<file path="src/cibs_pkg.sv">
`default_nettype none
package cibs_pkg;

  // square root: one result bit per stage, 32-bit root of a 64-bit radicand
  localparam int SQRT_STAGES = 32;

  // division: one quotient bit per stage, 31-bit quotient
  localparam int DIV_STAGES = 31;

endpackage
`default_nettype wire

</file>
<file path="src/cibs_div.sv">
`default_nettype none
// Pipelined restoring divider. The top 33 bits of the dividend must be
// below the divisor, so the quotient fits in 31 bits.
module cibs_div (
  input  logic        clk,
  input  logic        en,
  input  logic [63:0] dividend,
  input  logic [32:0] divisor,
  output logic [30:0] quotient
);

  localparam int N = cibs_pkg::DIV_STAGES;

  logic [32:0] rem_q [1:N-1];
  logic [30:0] lo_q  [1:N-1];
  logic [32:0] dv_q  [1:N-1];
  logic [30:0] q_q   [1:N];
  logic [32:0] rem_in [0:N-1];
  logic [30:0] lo_in  [0:N-1];
  logic [32:0] dv_in  [0:N-1];
  logic [30:0] q_in   [0:N-1];
  logic [32:0] rem_n  [0:N-1];
  logic [30:0] q_n    [0:N-1];

  // shift in one dividend bit and subtract where it fits
  always_comb begin
    logic [33:0] cand;
    logic        ge;
    rem_in[0] = dividend[63:31];
    lo_in[0]  = dividend[30:0];
    dv_in[0]  = divisor;
    q_in[0]   = '0;
    for (int i = 1; i < N; i++) begin
      rem_in[i] = rem_q[i];
      lo_in[i]  = lo_q[i];
      dv_in[i]  = dv_q[i];
      q_in[i]   = q_q[i];
    end
    for (int i = 0; i < N; i++) begin
      cand = {rem_in[i], lo_in[i][N-1-i]};
      ge   = cand >= {1'b0, dv_in[i]};
      if (ge) begin
        rem_n[i] = 33'(cand - {1'b0, dv_in[i]});
      end else begin
        rem_n[i] = cand[32:0];
      end
      q_n[i] = {q_in[i][29:0], ge};
    end
  end

  always_ff @(posedge clk) begin
    if (en) begin
      for (int i = 0; i < N; i++) begin
        q_q[i+1] <= q_n[i];
        if (i < N - 1) begin
          rem_q[i+1] <= rem_n[i];
          lo_q[i+1]  <= lo_in[i];
          dv_q[i+1]  <= dv_in[i];
        end
      end
    end
  end

  assign quotient = q_q[N];

endmodule
`default_nettype wire

</file>
<file path="config.mk">
export PLATFORM = sky130hd
export DESIGN_NAME = cibs_div
export DESIGN_NICKNAME = d
export VERILOG_FILES = /design/src/cibs_pkg.sv /design/src/cibs_div.sv
export SDC_FILE = /design/constraint.sdc
export NUM_CORES = 2
export LEC_CHECK = 0
export BUFFER_PORTS_ARGS = -buffer_cell sky130_fd_sc_hd__buf_4
export CORE_MARGIN = 3
export CORE_UTILIZATION = 45
export DETAILED_ROUTE_END_ITERATION = 6
export PLACE_DENSITY = 0.67
export SYNTH_ARGS = -nofsm -noshare
export SYNTH_HDL_FRONTEND = slang
export SYNTH_SLANG_ARGS = --single-unit
</file>
<file path="constraint.sdc">
create_clock -name clk -period 9.84 [get_ports clk]
set_clock_uncertainty 0.05 [all_clocks]
set_input_delay 0.984 -clock clk [delete_from_list [all_inputs] [get_ports clk]]
set_output_delay 0.984 -clock clk [all_outputs]
set_load 0.01 [all_outputs]
</file>
# [Word level (Yosys, flattened, before mapping)]
# Memory sizes are Yosys's and may differ from the RTL's.
# Index checks and enable logic that the tools add are counted.
[word_totals] output_inout_bits=31 reg_bits=0 inputBits=99 ramBits=3871 n_memories=4
[mem_list] memory="dv_q" words=30 width=33 rd=30 rd_ports_with_merged_regs=0 write_ports=30 line="cibs_div.sv:16" rtl="logic [32:0] dv_q [1:N-1];"
[mem_list] memory="rem_q" words=30 width=33 rd=30 rd_ports_with_merged_regs=0 write_ports=30 line="cibs_div.sv:14" rtl="logic [32:0] rem_q [1:N-1];"
[mem_list] memory="q_q" words=31 width=31 rd=31 rd_ports_with_merged_regs=0 write_ports=31 line="cibs_div.sv:17" rtl="logic [30:0] q_q [1:N];"
[mem_list] memory="lo_q" words=30 width=31 rd=30 rd_ports_with_merged_regs=0 write_ports=30 line="cibs_div.sv:15" rtl="logic [30:0] lo_q [1:N-1];"
[classes] n_lt_le_gt_ge=31 addsub=30 muxes=32
[op_table] cell=">= comparator 34 x 33 -> 1 bit" n=31
[op_table] cell="2-to-1 mux 33 bit" n=30
[op_table] cell="subtractor 33 bit" n=30
[op_table] cell="2-to-1 mux 1 bit" n=2

# [Logic depth before layout (Yosys ltp)]
# An unclocked memory read counts as a cell.
[depth] depth_word=3 depth_mapped=17 depth_no_buf=16

# [Worst setup path before layout]
# No wires, ideal clock.
[synth_timing] path_type="reg-to-reg" from="register, netlist name lo_q[0][780]" to="register, netlist name rem_q[0][883]" arrival_time_ns=3.724 path_stages_with_launch=17 setup_time_ns=0.260 n_path_buf=1 slack_ns=5.806 path_cell_list="edfxtp_1 > inv_1 > ha_1 > inv_1 > fa_1 > a21o_1 > a21oi_2 > o21ai_1 > a2111oi_2 > nor2_1 > a31oi_4 > o311ai_1 > a21oi_1 > a21oi_1 > a2111oi_4 > buf_6 > mux2_2"

==> flow_summary_export.csv <==
group,metric,value,unit
sta,hold_viol,0,
power,vdd_ir_drop_max,160,uV
floorplanning,dieWidth,587,um
finish,final_cell_area,169000,um^2
cts,post_cts_buffers,0,
setup_path,worstPathMaxFanout,65,
sta,worstMarginPinSlew,1.25,ns
synthesis,synth.distinct_cells,99,
detailed_routing,wl_per_cell,17.7,um
sta,slew_headroom,14.6,%
synthesis,syn_area,152000,um^2
setup_path,required,10.44,ns
floorplanning,dieArea,345000,um^2
place,dpl_cell_area,158000,um^2
place,place_congestion,0.941,
sta,setup-violations-final,0,
cts,root_buffer,"clkbuf_16",
setup_path,crit_path_end_kind,"flop",
detailed_routing,vias,94696,
sta,layout_setup_ws,4.52,ns
min_path,hold_depth,1,
floorplanning,start_util,45.4,%
sta,min_period,5.32,ns
place,portBuffers,129,
synthesis,yosys.area_share.simple,7.63,%
cts,clkTransAtPathRegs,0.06,ns
power,powerDensity,329,nW/um^2
synthesis,synth-xor-area-share,4.90,%
sta,drv_slew,0,
synthesis,yosys_most_used_dff,"edfxtp_1",
cts,cts-hold-fix-buffers,0,
detailed_routing,firstDrtPassIters,6,
setup_path,startpoint_type,"flop",
sta,fmax,0.188,GHz
synthesis,synth_top_family_by_area,"compound AO/OA/AOI/OAI gates",
power,finalPower,55600,uW
sta,finalCritPeriodShare,54.1,%
finish,regArea,88300,um^2
floorplanning,fp-row-count,212,
finish,final_nets,13960,
finish,multi_input_area,57900,um^2
global_route,gr-usage-all-layers,17.6,%
synthesis,yosys_warnings,0,
synthesis,synth_edf_count,2941,
synthesis,synthCells,12524,
power,p_leak,0.0674,uW
synthesis,ys_seq_area_share,58.1,%
cts,cts_made_buffers,328,
synthesis,synth_fa_ha_area_share,8.81,%
place,dpl_worst_slack,4.53,ns
place,dpl.hpwl,226000,um
synthesis,synth_seq_cells,2941,
cts,clockBufferDepth,4,
floorplanning,die_h,587,um
cts,cts_resized,0,
synthesis,synth_compound_area_share,13.2,%
floorplanning,core,335000,um^2
run_status,status,"finished clean",
cts,cts_tree,"done",
setup_path,worstPathArrival,5.92,ns
run,cap_violations,0,
cts,cts_sinks,2941,
detailed_routing,antenna_left,0,
detailed_routing,drc_errors,0,
cts,clock_latency,0.91,ns
setup_path,r2r_cells,15,
finish,fillers,28952,
finish,drive_gt1_share,9.32,%
detailed_routing,vias_per_cell,5.39,
synthesis,avgSynthCellArea,12.1,um^2
finish,syn2layout_area_growth,11.1,%
detailed_routing,drt-total-wl,311000,um
synthesis,synthArstFlopShare,0,%
global_route,grt_overflow_total,0,
global_route,grt_max_degree,179,
sta,rsz0062_at_grt,"false",
global_route,grt_first_pass_wirelength,496000,um
min_path,hold_path_class,"input port to flop",
detailed_routing,drt_iter0_drc,6626,
floorplanning,io_pins,130,
global_route,antenna_found_initial,3,
setup_path,critical_path_class,"flop to flop",
sta,tns,0,ns
global_route,grt_pass1_vias,93550,
cts,cts_max_level,5,
synthesis,synthMuxAreaShare,3.40,%
synthesis,syn-num-nets,13676,
final cells by class:
class,count,area share (%)
tap,4494,3.33
antenna,5,0.00740
sequential,2941,52.3
inverter,1322,2.94
clock buffer,390,5.03
multi-input combinational,8019,34.3
timing repair buffer,196,0.971
clock inverter,195,1.19
power by group:
part	switching (uW)	internal, uW	leakage (uW)
combinational	13200	10600	0.0336
sequential	1720	18100	0.0287
clock	5000	6990	0.00511
placed cells by master, fill, tap and decap left out, drive strengths merged, types with 27 or more instances in the layout:
cell,n
a21o,516
nand2b,115
and2,50
o21a,118
nor2b,143
xor2,288
a21oi,1174
xnor2,563
bufinv,30
a221oi,28
a211oi,71
buf,196
o21bai,150
or2,41
o21ai,638
o31ai,63
nor2,771
nand4,159
mux2,440
nor3,113
clkinv,140
o211ai,39
inv,1334
fa,30
nor4,32
clkbuf,390
a211o,27
a31oi,98
nand3,193
edfxtp,2941
ha,1023
and3,82
or3,37
nand2,631
Yosys cell counts, types with 150 or more instances:
cell      count  area [um^2]
a21o_1      516         3870
a21oi_1    1172         5870
clkbuf_1    173          649
edfxtp_1   2941        88300
ha_1       1023        12800
inv_1      1321         4960
mux2_2      438         4930
nand2_1     631         2370
nand3_1     193          966
nand4_1     159          995
nor2_1      771         2890
o21ai_0     615         3080
o21bai_1    150         1130
xnor2_1     563         4930
xor2_1      288         2520
worst paths after layout:
| kind | from | end | slack, ns |
|---|---|---|---|
| worst min register to register | lo_q[0][322]$_DFFE_PP_ | lo_q[0][353]$_DFFE_PP_ | 0.35 |
| worst min-delay path | dividend[27] | lo_q[0][58]$_DFFE_PP_ | 0.21 |
| worst max-delay path | lo_q[0][90]$_DFFE_PP_ | rem_q[0][100]$_DFFE_PP_ | 4.52 |
| worst max register to register | lo_q[0][90]$_DFFE_PP_ | rem_q[0][100]$_DFFE_PP_ | 4.52 |
through the flow:
| step | std cells | utilization [%] | hold WS (ns) |
|---|---|---|---|
| 3_3_place_gp | 16972 | 47.3 | 0.350 |
| 3_5_place_dp | 16972 | 47.3 | 0.355 |
| 6_report | 17562 | 50.4 | 0.207 |
| 2_1_floorplan | 12524 | - | 0.350 |
| 4_1_cts | 17557 | 50.4 | 0.101 |
| 5_1_grt | 17559 | 50.4 | 0.133 |
cells by family after synthesis:
logic type,Yosys count
AND/OR/NAND/NOR,2451
flip-flops,2941
multiplexers,462
adder cells (fa/ha/maj),1053
buffers and inverters,1564
AO/OA/AOI/OAI,3202
XOR/XNOR,851
state kept, by name (all words and copies together) (netlist names):
signal	count
rem_q	990
q_q	496
dv_q	990
lo_q	465
routing by layer:
layer / GRT usage (%) / wire length (um) / up-vias
met3: 2.06 / 12800 / 675
met4: 7.31 / 13600 / 2
met1: 21.9 / 132000 / 45254
met2: 31.0 / 153000 / 1997
li1: - / - / 46768
met5: 0 / 17 / -
worst max-delay path, stage by stage, from the launching register on:
cell       delay, ns
edfxtp_1        0.38
inv_1           0.08
ha_1            0.18
inv_1           0.06
fa_1            0.40
a21oi_1         0.21
o21ai_1         0.14
a2111oi_1       0.57
nor3b_1         0.17
a31oi_1         0.51
o31ai_1         0.31
o41ai_4         0.45
o21ai_1         0.22
a2111oi_4       0.35
buf_4           0.53
mux2_2          0.40
No activity file was read; power rests on OpenSTA's default activity.
