**config.mk**
```make
export PLATFORM = sky130hd
export DESIGN_NAME = cibs_sqrt
export DESIGN_NICKNAME = d
export VERILOG_FILES = /design/src/cibs_pkg.sv /design/src/cibs_sqrt.sv
export SDC_FILE = /design/constraint.sdc
export NUM_CORES = 2
export LEC_CHECK = 0
export BUFFER_PORTS_ARGS = -buffer_cell sky130_fd_sc_hd__buf_2
export CAP_MARGIN = 40
export CORE_MARGIN = 8
export CORE_UTILIZATION = 30
export DETAILED_ROUTE_END_ITERATION = 16
export PLACE_DENSITY = 0.46
export SKIP_LAST_GASP = 1
export SLEW_MARGIN = 20
export SYNTH_ARGS = -nofsm -noshare
export SYNTH_HDL_FRONTEND = slang
export SYNTH_SLANG_ARGS = --single-unit
```
**constraint.sdc**
```tcl
create_clock -name clk -period 4 [get_ports clk]
set_input_delay 0.8 -clock clk [delete_from_list [all_inputs] [get_ports clk]]
set_output_delay 0.8 -clock clk [all_outputs]
set_load 0.01 [all_outputs]
```
**src/cibs_pkg.sv**
```systemverilog
`default_nettype none
package cibs_pkg;

  // square root: one result bit per stage, 32-bit root of a 64-bit radicand
  localparam int SQRT_STAGES = 32;

  // division: one quotient bit per stage, 31-bit quotient
  localparam int DIV_STAGES = 31;

endpackage
`default_nettype wire

```
**src/cibs_sqrt.sv**
```systemverilog
`default_nettype none
// Pipelined integer square root, floor(sqrt(radicand)).
// One root bit is settled per stage, most significant bit first.
module cibs_sqrt (
  input  logic        clk,
  input  logic        en,
  input  logic [63:0] radicand,
  output logic [31:0] root
);

  localparam int N = cibs_pkg::SQRT_STAGES;

  logic [63:0] rem_q [1:N-1];
  logic [31:0] rt_q  [1:N];
  logic [63:0] rem_in [0:N-1];
  logic [31:0] rt_in  [0:N-1];
  logic [63:0] rem_n  [0:N-1];
  logic [31:0] rt_n   [0:N-1];

  // try each root bit against the running remainder
  always_comb begin
    logic [65:0] trial;
    rem_in[0] = radicand;
    rt_in[0]  = '0;
    for (int i = 1; i < N; i++) begin
      rem_in[i] = rem_q[i];
      rt_in[i]  = rt_q[i];
    end
    for (int i = 0; i < N; i++) begin
      trial = ({34'd0, rt_in[i]} << (N - i)) + (66'd1 << (2 * (N - 1 - i)));
      if ({2'b00, rem_in[i]} >= trial) begin
        rem_n[i] = rem_in[i] - trial[63:0];
        rt_n[i]  = rt_in[i] | (32'd1 << (N - 1 - i));
      end else begin
        rem_n[i] = rem_in[i];
        rt_n[i]  = rt_in[i];
      end
    end
  end

  // advance all stages together
  always_ff @(posedge clk) begin
    if (en) begin
      for (int i = 0; i < N; i++) begin
        rt_q[i+1] <= rt_n[i];
        if (i < N - 1) begin
          rem_q[i+1] <= rem_n[i];
        end
      end
    end
  end

  assign root = rt_q[N];

endmodule
`default_nettype wire

```
# Word level (Yosys, flattened, before mapping)
# Memories as Yosys holds them, arrays and structs flattened.
# Index checks and enable logic that the tools add are counted.
[op_classes]
addsub = 62
n_mul = 0
n_div = 0
order_cmp = 32
n_eq_ne = 0
shifts = 0
muxes = 65
bitwise = 0
n_reduce_logical = 0
[ops]
columns = ["operator", "n"]
rows = [
  ["$mux 64", 31],
  ["$add 63x61->64 const B", 1],
  ["$ge 64x34->1", 1],
  ["$ge 64x35->1", 1],
  ["$ge 64x36->1", 1],
  ["$ge 64x37->1", 1],
  ["$ge 64x38->1", 1],
  ["$ge 64x39->1", 1],
  ["$ge 64x40->1", 1],
  ["$ge 64x41->1", 1],
  ["$ge 64x42->1", 1],
  ["$ge 64x43->1", 1],
  ["$ge 64x44->1", 1],
  ["$ge 64x45->1", 1],
  ["$ge 64x46->1", 1],
  ["$ge 64x47->1", 1],
  ["$ge 64x48->1", 1],
  ["$ge 64x49->1", 1],
  ["$ge 64x50->1", 1],
  ["$ge 64x51->1", 1],
  ["$ge 64x52->1", 1],
  ["$ge 64x53->1", 1],
  ["$ge 64x54->1", 1],
  ["$ge 64x55->1", 1],
  ["other kinds (103)", 105],
]
[totals]
register_bits = 0
latch_bits = 0
ram_bits = 3008
rom_bits = 0
in_bits = 66
out_inout_bits = 32
word_cells = 161
memories = 2
[mem_list]
columns = ["name", "depth", "word_bits", "rd", "rd_clocked_by_memory_dff", "wr", "line_no", "text"]
rows = [
  ["rem_q", 31, 64, 31, 0, 31, "cibs_sqrt.sv:13", "logic [63:0] rem_q [1:N-1];"],
  ["rt_q", 32, 32, 32, 0, 32, "cibs_sqrt.sv:14", "logic [31:0] rt_q [1:N];"],
]

# Logic depth before layout (Yosys ltp)
# An unclocked memory read counts as a cell.
[logic_depth]
depth_word = 4
depth_mapped = 15
depth_no_buf = 13

# Worst setup path before layout
# Ideal clock, no wire load.
[synth_path]
kind = "register to register"
startpoint = "register, netlist name rem_q[0][1890]"
endpoint = "register, netlist name rem_q[0][1983]"
setup_ns = 0.258
arrival_time_ns = 3.393
required_ns = 3.742
slack_ns = 0.349
stages_incl_launch_ff = 13
n_path_buf = 1
synth_period_minus_slack_ns = 3.651
cell_sequence = "edfxtp_1 ha_1 clkbuf_1 nand3_1 or4_1 or3_4 o21ai_1 a211oi_1 o21ai_2 or4b_1 or2_1 or4_4 xnor2_2"

==> impl_metrics.json <==
{
  "period_needed_ns": 3.90,
  "clockRootBuffer": "clkbuf_16",
  "finish.net_count": 10800,
  "io_pins": 98,
  "initial_core_util_pct": 30.1,
  "n_fill_cell": 38900,
  "drtAntennaViolNets": 0,
  "synthArstFlopShare_pct": 0,
  "synth_cells": 9564,
  "die_h_microns": 649,
  "status": "complete, no violations",
  "worstMarginPinSlew_ns": 0.921,
  "end_kind": "flip-flop",
  "synth_cell_types": 98,
  "grt_pass1_vias": 79400,
  "cts-buffers-inserted": 288,
  "syn_nets": 10200,
  "clk_latency_ns": 0.88,
  "mostFrequentLayoutCell": "edfxtp_1",
  "fin_crit_sh_pct": 97.5,
  "wl_met2_mm": 181,
  "ir_drop_mv": 0.338,
  "fin_setup_tns_ns": 0,
  "hold_viol": 0,
  "clock_path_buffers": 4,
  "hpwlAfterDp_mm": 258,
  "avgRoutedWirePerCell_microns": 21.4,
  "grt_max_degree": 160,
  "drc": 0,
  "holdBufCountCts": 0,
  "power_density_mw_per_mm2": 578,
  "drv_slew": 0,
  "cts_htree_levels": 5,
  "clkTransAtPathRegs_ns": 0.06,
  "layout.cells.non_filler": 15600,
  "final_cell_mix": "edfxtp_1, inv_1, nand2_1, nor2_1, a21oi_1",
  "antenna_found_initial": 2,
  "synthTopCellsByArea": "edfxtp_1, ha_1, xnor2_1, xor2_1, a21oi_1",
  "drive_gt1_share_pct": 10.4,
  "fmax_ghz": 0.256,
  "synth-seq-cells": 2512,
  "yosysTopAreaCellShare_pct": 62.7,
  "critical_path_class": "reg2reg",
  "synth_edf_count": 2512,
  "die_x_microns": 649,
  "power.leakage_nw": 52.2,
  "place_inst": 15100,
  "track_usage_pct": 15.2,
  "place_area_sq_mm": 0.130,
  "finalSetupViolations": 0,
  "die-area_sq_mm": 0.422,
  "synth_top_cell_by_area": "edfxtp_1",
  "critPathRequiredTime_ns": 4.57,
  "synth_area_sq_mm": 0.120,
  "drt-met1-wl_mm": 124,
  "dr.pass1.iters": 5,
  "clock_sinks": 2512,
  "ys_warn_count": 0,
  "relSlewSlack_pct": 38.6,
  "fin_area_sq_mm": 0.139,
  "core_area_sq_mm": 0.399,
  "cts_tree": "done",
  "critPathArrivalTime_ns": 4.47,
  "routed-wl-met3_mm": 9.63,
  "drtIter0Drc": 4866,
  "gp_congestion": 0.919,
  "rows": 232,
  "grt_pass1_wl_mm": 496,
  "top_layer": "met4",
  "portBuffers": 97,
  "whs_ns": 0.107,
  "post-route-util_pct": 34.9,
  "start_kind": "flip-flop",
  "setup_slack_ns": 0.0995,
  "area_growth_pct": 15.8,
  "max-cap-violations": 0,
  "yosysSeqAreaShare_pct": 62.7,
  "ys.flop_type": "edfxtp_1",
  "dr_total_vias": 76900,
  "grt-ovfl-total": 0,
  "crit_fanout": 5,
  "wl_mm": 334,
  "viasPerCell": 4.92,
  "power_mw": 80.5,
  "finClkSkew_ns": 0.0625,
  "syn_avg_cell_area_sq_um": 12.6,
  "pre_cts_ws_ns": -0.381,
  "hold_path_class": "in2reg"
}
-- worst paths after layout --
kind / startpoint / depth (start not counted) / to / slack (ns)
worst min-delay path: radicand[17] / 1 / rem_q[0][81]$_DFFE_PP_ / 0.11
worst min register to register: rem_q[0][783]$_DFFE_PP_ / 0 / rem_q[0][847]$_DFFE_PP_ / 0.43
worst max-delay path: rem_q[0][1895]$_DFFE_PP_ / 10 / rem_q[0][1983]$_DFFE_PP_ / 0.1
worst max register to register: rem_q[0][1895]$_DFFE_PP_ / 10 / rem_q[0][1983]$_DFFE_PP_ / 0.1
-- routing by layer --
metal / track usage (%) / vias up
li1: - / 37100
met1: 15.7 / 37600
met3: 1.67 / 687
met2: 29.9 / 1579
met5: 0 / -
met4: 7.57 / 0
-- cell usage after synthesis (11+ instances only) --
master,count
a2111oi_0,18
a211o_1,23
a211oi_1,45
a21boi_0,21
a21o_1,253
a21oi_1,575
a221oi_1,11
a311oi_1,13
a31o_2,11
a31oi_1,50
and2_1,38
and3_1,43
and4_1,16
buf_1,12
clkbuf_1,171
edfxtp_1,2512
ha_1,558
inv_1,697
mux2_2,80
nand2_1,644
nand2b_1,92
nand3_1,158
nand3b_1,25
nand4_1,152
nand4b_1,16
nor2_1,625
nor2b_1,77
nor3_1,255
nor3b_1,18
nor4_1,339
nor4b_1,54
o211ai_1,28
o21a_1,90
o21ai_0,445
o21bai_1,67
o31a_1,13
o31ai_1,50
o41ai_1,17
or2_2,40
or3_1,96
or4_1,75
xnor2_1,446
xor2_1,430
-- flip-flops by register name, summed over array words and instances, names as in the netlist --
signal and flops:
rem_q 1984, rt_q 528
-- kinds of logic after synthesis --
kind of cell / after synthesis / synth area share, %
adder cells (fa/ha/maj): 558 / 5.80
AO/OA/AOI/OAI: 1833 / 9.52
XOR/XNOR: 877 / 6.39
multiplexers: 89 / 0.825
flip-flops: 2512 / 62.7
AND/OR/NAND/NOR: 2810 / 12.0
buffers and inverters: 885 / 2.77
-- repair_timing --
action | in CTS | in global routing
gates resized for setup | 4 | 28
buffers inserted | 0 | 4
setup endpoints to repair | 55 | 67
pin swaps | 0 | 3
-- layout make-up --
type / instances / area, sq um / area share, %
Sequential cell: 2512 / 75400 / 54.1
Multi-Input combinational cell: 6167 / 41800 / 30.0
Clock buffer: 327 / 7460 / 5.35
Tap cell: 5265 / 6590 / 4.73
Timing Repair Buffer: 476 / 3700 / 2.65
Inverter: 698 / 2620 / 1.88
Clock inverter: 172 / 1700 / 1.22
Antenna cell: 14 / 35.0 / 0.0251
-- power by group --
part | total [mW] | internal [mW] | switching, mW
clock | 26.1 | 15.5 | 10.6
combinational | 18.0 | 7.48 | 10.6
sequential | 36.4 | 33.5 | 2.96
-- critical path, cell delays in order, from the launching register on --
cell      delay, ns
edfxtp_1       0.43
or3_4          0.43
or4_1          0.58
or3_4          0.45
o21ai_1        0.18
a211oi_1       0.09
o21ai_4        0.18
or4b_1         0.49
or2_1          0.25
or4_4          0.43
xnor2_2        0.14
No activity file was read; power rests on OpenSTA's default activity.
